==> config.mk <==
export PLATFORM = sky130hd
export DESIGN_NAME = vertex_attribute_quantizer
export DESIGN_NICKNAME = d
export VERILOG_FILES = /design/src/rtl/vaq_pkg.sv /design/src/rtl/vertex_attribute_quantizer.sv
export SDC_FILE = /design/constraint.sdc
export NUM_CORES = 2
export LEC_CHECK = 0
export BUFFER_PORTS_ARGS = -buffer_cell sky130_fd_sc_hd__buf_2
export CORE_MARGIN = 3
export CORE_UTILIZATION = 62
export CTS_CLUSTER_SIZE = 10
export DETAILED_ROUTE_END_ITERATION = 7
export PLACE_DENSITY = 0.83
export RECOVER_POWER = 25
export SYNTH_ARGS = -nofsm -noshare
export SYNTH_HDL_FRONTEND = slang
export SYNTH_SLANG_ARGS = --single-unit
==> constraint.sdc <==
create_clock -name clk -period 8.8 [get_ports clk]
set_input_delay 1.76 -clock clk [delete_from_list [all_inputs] [get_ports clk]]
set_output_delay 1.76 -clock clk [all_outputs]
set_load 0.03 [all_outputs]
==> src/rtl/vaq_pkg.sv <==
// shared constants and conversion functions for the vertex attribute quantizer
`default_nettype none
package vaq_pkg;

  localparam logic [31:0] F32_ABS          = 32'h7FFF_FFFF;
  localparam logic [31:0] F32_INF          = 32'h7F80_0000;
  localparam logic [31:0] F32_HALF_MAX     = 32'h477F_E000;
  localparam logic [31:0] F32_HALF_OVF     = 32'h477F_F000;
  localparam logic [31:0] F32_HALF_MINNORM = 32'h3880_0000;
  localparam logic [31:0] F32_ONE          = 32'h3F80_0000;
  localparam logic [15:0] HALF_QNAN        = 16'h7E00;
  localparam logic [14:0] HALF_INF         = 15'h7C00;

  // binary32 to binary16, round to nearest even
  function automatic logic [15:0] to_half(input logic [31:0] b);
    logic [30:0] mag;
    logic [15:0] sgn;
    logic [14:0] h;
    logic [12:0] rem;
    logic [23:0] m;
    logic [4:0]  s;
    logic [23:0] hs;
    logic [23:0] rs;
    logic [23:0] hf;
    logic [7:0]  e;
    mag = b[30:0];
    sgn = {b[31], 15'd0};
    e   = mag[30:23];
    to_half = sgn;
    if ({1'b0, mag} > F32_INF) begin
      to_half = HALF_QNAN;
    end else if ({1'b0, mag} >= F32_HALF_OVF) begin
      to_half = sgn | {1'b0, HALF_INF};
    end else if ({1'b0, mag} >= F32_HALF_MINNORM) begin
      h   = {5'(e - 8'd112), mag[22:13]};
      rem = mag[12:0];
      if (rem > 13'h1000 || (rem == 13'h1000 && h[0])) h = h + 15'd1;
      to_half = sgn | {1'b0, h};
    end else if (e >= 8'd102) begin
      // half subnormal, shift 14..24
      m  = {1'b1, mag[22:0]};
      s  = 5'(8'd126 - e);
      hs = m >> s;
      rs = m & ((24'd1 << s) - 24'd1);
      hf = 24'd1 << (s - 5'd1);
      if (rs > hf || (rs == hf && hs[0])) hs = hs + 24'd1;
      to_half = sgn | {1'b0, hs[14:0]};
    end
  endfunction

  // binary32 to unorm16, exact floor(t*65535 + 1/2)
  function automatic logic [15:0] to_unorm16(input logic [31:0] b);
    logic [30:0] mag;
    logic [23:0] m;
    logic [7:0]  s;
    logic [39:0] prod;
    logic [40:0] sum;
    logic [40:0] sh;
    mag = b[30:0];
    to_unorm16 = 16'd0;
    if ({1'b0, mag} > F32_INF) begin
      to_unorm16 = 16'hFFFF;
    end else if (b[31]) begin
      to_unorm16 = 16'd0;
    end else if ({1'b0, mag} >= F32_ONE) begin
      to_unorm16 = 16'hFFFF;
    end else begin
      if (mag[30:23] == 8'd0) begin
        m = {1'b0, mag[22:0]};
        s = 8'd149;
      end else begin
        m = {1'b1, mag[22:0]};
        s = 8'd150 - mag[30:23];
      end
      if (s <= 8'd40) begin
        prod = {m, 16'd0} - {16'd0, m};
        sum  = {1'b0, prod} + (41'd1 << (s - 8'd1));
        sh   = sum >> s;
        to_unorm16 = sh[15:0];
      end
    end
  endfunction

  // binary32 times 127 rounded to single, truncated, saturated
  function automatic logic [7:0] to_snorm8(input logic [31:0] b);
    logic [7:0]  e;
    logic [30:0] prod;
    logic [31:0] rnd;
    logic [5:0]  sh;
    logic [30:0] mag;
    logic [7:0]  iv;
    e = b[30:23];
    to_snorm8 = 8'd0;
    if (e == 8'hFF) begin
      if (b[22:0] == 23'd0) to_snorm8 = b[31] ? 8'h80 : 8'h7F;
    end else if (e >= 8'd134) begin
      // |f| >= 128 so |p| well beyond range
      to_snorm8 = b[31] ? 8'h80 : 8'h7F;
    end else if (e >= 8'd120) begin
      // product of 24-bit mantissa and 127, 31 bits
      prod = ({7'd0, 1'b1, b[22:0]} << 7) - {7'd0, 1'b1, b[22:0]};
      // round to 24 significant bits: prod lies in [2^29, 2^31)
      if (prod[30]) begin
        rnd = {1'b0, prod[30:7], 7'd0};
        if (prod[6] && (prod[5:0] != 6'd0 || prod[7])) rnd = rnd + 32'h80;
      end else begin
        rnd = {1'b0, prod[30:6], 6'd0};
        if (prod[5] && (prod[4:0] != 5'd0 || prod[6])) rnd = rnd + 32'h40;
      end
      // value = rnd * 2^(e-150); integer part = rnd >> (150-e)
      sh  = 6'(8'd150 - e);
      mag = rnd[30:0] >> sh;
      if (rnd[31] || mag >= 31'd128) begin
        to_snorm8 = b[31] ? 8'h80 : 8'h7F;
      end else begin
        iv = mag[7:0];
        if (b[31]) to_snorm8 = 8'(-iv);
        else if (iv >= 8'd127) to_snorm8 = 8'h7F;
        else to_snorm8 = iv;
      end
    end
  endfunction

  // position fits half range, nan counts as safe
  function automatic logic pos_safe(input logic [31:0] b);
    logic [31:0] mag;
    mag = b & F32_ABS;
    pos_safe = !(mag > F32_HALF_MAX && mag <= F32_INF);
  endfunction

endpackage
`default_nettype wire

==> src/rtl/vertex_attribute_quantizer.sv <==
// vertex attribute quantizer top level
// an accepted start passes the input register, then the result register, to reach out_valid
// throughput: one word per cycle; busy is tied low since the receiver cannot stall
// the conversions are short combinational logic between the two register stages
// reset: synchronous active-low rst_n clears the valid pipeline only
// payload registers are not reset
`default_nettype none
module vertex_attribute_quantizer (
  input  wire logic        clk,
  input  wire logic        rst_n,
  input  wire logic        start,
  output logic             busy,
  input  wire logic [31:0] in_pos_x,
  input  wire logic [31:0] in_pos_y,
  input  wire logic [31:0] in_pos_z,
  input  wire logic [31:0] in_tex_u,
  input  wire logic [31:0] in_tex_v,
  input  wire logic [31:0] in_normal_x,
  input  wire logic [31:0] in_normal_y,
  input  wire logic [31:0] in_normal_z,
  input  wire logic [31:0] in_color_rgba,
  input  wire logic        in_last_in_batch,
  output logic             out_valid,
  output logic [15:0]      out_half_x,
  output logic [15:0]      out_half_y,
  output logic [15:0]      out_half_z,
  output logic [15:0]      out_unorm_u,
  output logic [15:0]      out_unorm_v,
  output logic signed [7:0] out_snorm_x,
  output logic signed [7:0] out_snorm_y,
  output logic signed [7:0] out_snorm_z,
  output logic [31:0]      out_color_out,
  output logic             out_half_range_ok,
  output logic             out_last_out
);

  logic        vld_r;
  logic        ovld_r;
  logic [31:0] px_r, py_r, pz_r, tu_r, tv_r, nx_r, ny_r, nz_r, col_r;
  logic        last_r;

  assign busy = 1'b0;

  // valid pipeline
  always_ff @(posedge clk) begin
    if (!rst_n) begin
      vld_r  <= 1'b0;
      ovld_r <= 1'b0;
    end else begin
      vld_r  <= start;
      ovld_r <= vld_r;
    end
  end

  // input register
  always_ff @(posedge clk) begin
    if (start) begin
      px_r   <= in_pos_x;
      py_r   <= in_pos_y;
      pz_r   <= in_pos_z;
      tu_r   <= in_tex_u;
      tv_r   <= in_tex_v;
      nx_r   <= in_normal_x;
      ny_r   <= in_normal_y;
      nz_r   <= in_normal_z;
      col_r  <= in_color_rgba;
      last_r <= in_last_in_batch;
    end
  end

  // conversions into result register
  always_ff @(posedge clk) begin
    if (vld_r) begin
      out_half_x        <= vaq_pkg::to_half(px_r);
      out_half_y        <= vaq_pkg::to_half(py_r);
      out_half_z        <= vaq_pkg::to_half(pz_r);
      out_unorm_u       <= vaq_pkg::to_unorm16(tu_r);
      out_unorm_v       <= vaq_pkg::to_unorm16(tv_r);
      out_snorm_x       <= vaq_pkg::to_snorm8(nx_r);
      out_snorm_y       <= vaq_pkg::to_snorm8(ny_r);
      out_snorm_z       <= vaq_pkg::to_snorm8(nz_r);
      out_color_out     <= col_r;
      out_half_range_ok <= vaq_pkg::pos_safe(px_r) & vaq_pkg::pos_safe(py_r)
                           & vaq_pkg::pos_safe(pz_r);
      out_last_out      <= last_r;
    end
  end

  assign out_valid = ovld_r;

  // result strobe follows accepted start through the input register and the result register
  a_lat: assert property (@(posedge clk) disable iff (!rst_n)
    start |=> ##1 out_valid) else $error("missing result");
  a_nolat: assert property (@(posedge clk) disable iff (!rst_n)
    !start |=> ##1 !out_valid) else $error("spurious result");
  a_color: assert property (@(posedge clk) disable iff (!rst_n)
    vld_r |=> out_color_out == $past(col_r)) else $error("color mismatch");

endmodule
`default_nettype wire
==> impl_metrics.env <==
export IMPL_clk_latency_ns=0.64
export IMPL_drt_total_wl_um=165000
export IMPL_required_ns=9.14
export IMPL_hold_slack_ns=0.416
export IMPL_initial_core_util_pct=62.8
export IMPL_hold_viol=0
export IMPL_synth_area_top_cells="edfxtp_1 (26%), ha_1 (7.3%), nand2_1 (5.5%)"
export IMPL_p_leak_uw=0.0204
export IMPL_synth_top_flop_cell="edfxtp_1"
export IMPL_place_gp_congestion=1.04
export IMPL_clkTransAtPathRegs_ns=0.06
export IMPL_status="finished, violations left"
export IMPL_h_tree_depth=2
export IMPL_overflow=0
export IMPL_maxCapViolCount=1
export IMPL_cts_tree="done"
export IMPL_io_buffer_count=430
export IMPL_synth_nets=6697
export IMPL_root_buffer="clkbuf_16"
export IMPL_cp_end_kind="flip-flop"
export IMPL_dr_pass1_iters=8
export IMPL_cts_hold_buf=0
export IMPL_slew_viol_final=73
export IMPL_drive_gt1_share_pct=12.5
export IMPL_start_kind="flip-flop"
export IMPL_nets=6909
export IMPL_synth_edf_count=427
export IMPL_post_synth_most_frequent_cells="nand2_1 (711), nor2_1 (650), edfxtp_1 (427), a21oi_1 (415), o21ai_0 (354)"
export IMPL_hpwl_um=126000
export IMPL_final_core_util_pct=68.3
export IMPL_core_area_um2=77800
export IMPL_worst_slew_pin_slew_ns=3.40
export IMPL_slowest_stage="edfxtp_1"
export IMPL_cts_setup_buffers=0
export IMPL_avgViaCountPerCell=6.84
export IMPL_syn_area_per_cell_um2=7.99
export IMPL_grt_max_degree=138
export IMPL_vias=50671
export IMPL_die_y_um=287
export IMPL_synth_cell_types=131
export IMPL_cp_arrival_ns=8.05
export IMPL_rsz0062_at_grt="no"
export IMPL_async_flop_share_pct=0
export IMPL_p_per_area_nw_per_um2=175
export IMPL_dieWidth_um=287
export IMPL_fin_skew_ns=0.0326
export IMPL_grt_pass1_vias=46043
export IMPL_ys_seq_area_share_pct=26.3
export IMPL_worstSetupPathType="flip-flop to flip-flop"
export IMPL_avgRoutedWirePerCell_um=22.3
export IMPL_area_delta_synth_final_pct=8.73
export IMPL_clkSinkCount=429
export IMPL_syn_area_um2=48900
export IMPL_yosysWarnings=0
export IMPL_hold_depth=0
export IMPL_synth_top_cell_by_area="edfxtp_1"
export IMPL_ff2ff_path_depth=32
export IMPL_synth_seq_cells=429
export IMPL_path_common_cell="o21ai_0"
export IMPL_grt_pass1_wl_um=254000
export IMPL_drtAntennaViolNets=0
export IMPL_num_rows=102
export IMPL_yosys_area_top_type_share_pct=26.2
export IMPL_min_period_ns=7.71
export IMPL_slew_headroom_pct=-127
export IMPL_setup_viol=0
export IMPL_die_area_um2=82300
export IMPL_peakVddDrop_mv=0.225
export IMPL_drtIter0Drc=6755
export IMPL_cts_buffers=53
export IMPL_tns_ns=0
export IMPL_fmax_ghz=0.130
export IMPL_place_area_um2=51700
export IMPL_hp_class="flip-flop to flip-flop"
export IMPL_violations="DRC, capacitance limit, slew limit"
export IMPL_grt_use_total_pct=38.1
export IMPL_antenna_found_initial=6
export IMPL_cp_max_fo=11
export IMPL_drc=1
export IMPL_fin_crit_sh_pct=87.6
export IMPL_design_area_um2=53200
export IMPL_synthCells=6118
export IMPL_yosysMostFrequentCell="nand2_1"
export IMPL_cts_resized=0
export IMPL_cts_buffer_depth=3
export IMPL_max_stage_delay_ns=0.52
export IMPL_pin_count=432
-- kinds of logic after synthesis --
logic type	synth area share, %
buf+inv	4.36
flops	26.3
xor+xnor	7.65
fa+ha+maj	7.41
mux	5.97
compound gates	24.0
simple gates	24.3
other cells	0.00767
-- layout by cell type, fill, tap and decap left out, drive strengths merged, types with 167 or more instances in the layout --
cell      n
o21ai   378
edfxtp  427
nand2   713
xnor2   263
nor2    653
nor3    195
inv     167
a21oi   418
nand3   268
buf     501
ha      285
-- power breakdown --
| group | internal [uW] | total, uW | switching [uW] |
|---|---|---|---|
| clock | 1130 | 1990 | 855 |
| sequential | 2460 | 2690 | 223 |
| combinational | 1650 | 4620 | 2970 |
-- routing by layer --
layer  share of wire (%)  vias up  GRT usage, %  routed length (um)
met2                  44     3226          59.8               73300
met3                  11      436          6.12               17900
li1                    -    23336             -                   -
met4                 4.1        2          14.7                6790
met1                  41    23671          52.8               66900
met5               0.010        -             0                  17
-- worst max-delay path: cells and delay by family, from the launching register on --
family,cells,cell delay (ns)
AO/OA/AOI/OAI,13,3.09
XOR/XNOR,2,0.39
adder cells (fa/ha/maj),3,0.80
buffers and inverters,3,0.50
flip-flops,1,0.52
AND/OR/NAND/NOR,11,2.12
-- worst paths after layout --
path	start	to	slack [ns]
worst max-delay path	tv_r[23]	out_unorm_v[0]	1.09
worst min-delay path	col_r[27]	out_color_out[27]	0.42
worst max register to register	tv_r[23]	out_unorm_v[0]	1.09
worst min register to register	col_r[27]	out_color_out[27]	0.42
-- metrics by stage --
| stage | instances | power [uW] | setup WS (ns) |
|---|---|---|---|
| 2_1_floorplan | 6118 | 5970 | 2.35 |
| 3_3_place_gp | 7315 | 7110 | 1.60 |
| 3_5_place_dp | 7315 | 7170 | 1.27 |
| 4_1_cts | 7405 | 9170 | 1.27 |
| 5_1_grt | 7406 | 9800 | 0.213 |
| 6_report | 7406 | 9300 | 1.09 |
-- cell type report --
cell class / count / area, um2
Antenna cell: 1 / 2.50
Fill cell: 6617 / 24700
Clock buffer: 75 / 1410
Tap cell: 1040 / 1300
Sequential cell: 429 / 12900
Clock inverter: 15 / 110
Multi-Input combinational cell: 5160 / 34100
Inverter: 171 / 642
Timing Repair Buffer: 515 / 2800
(Power assumes the default switching activity.)
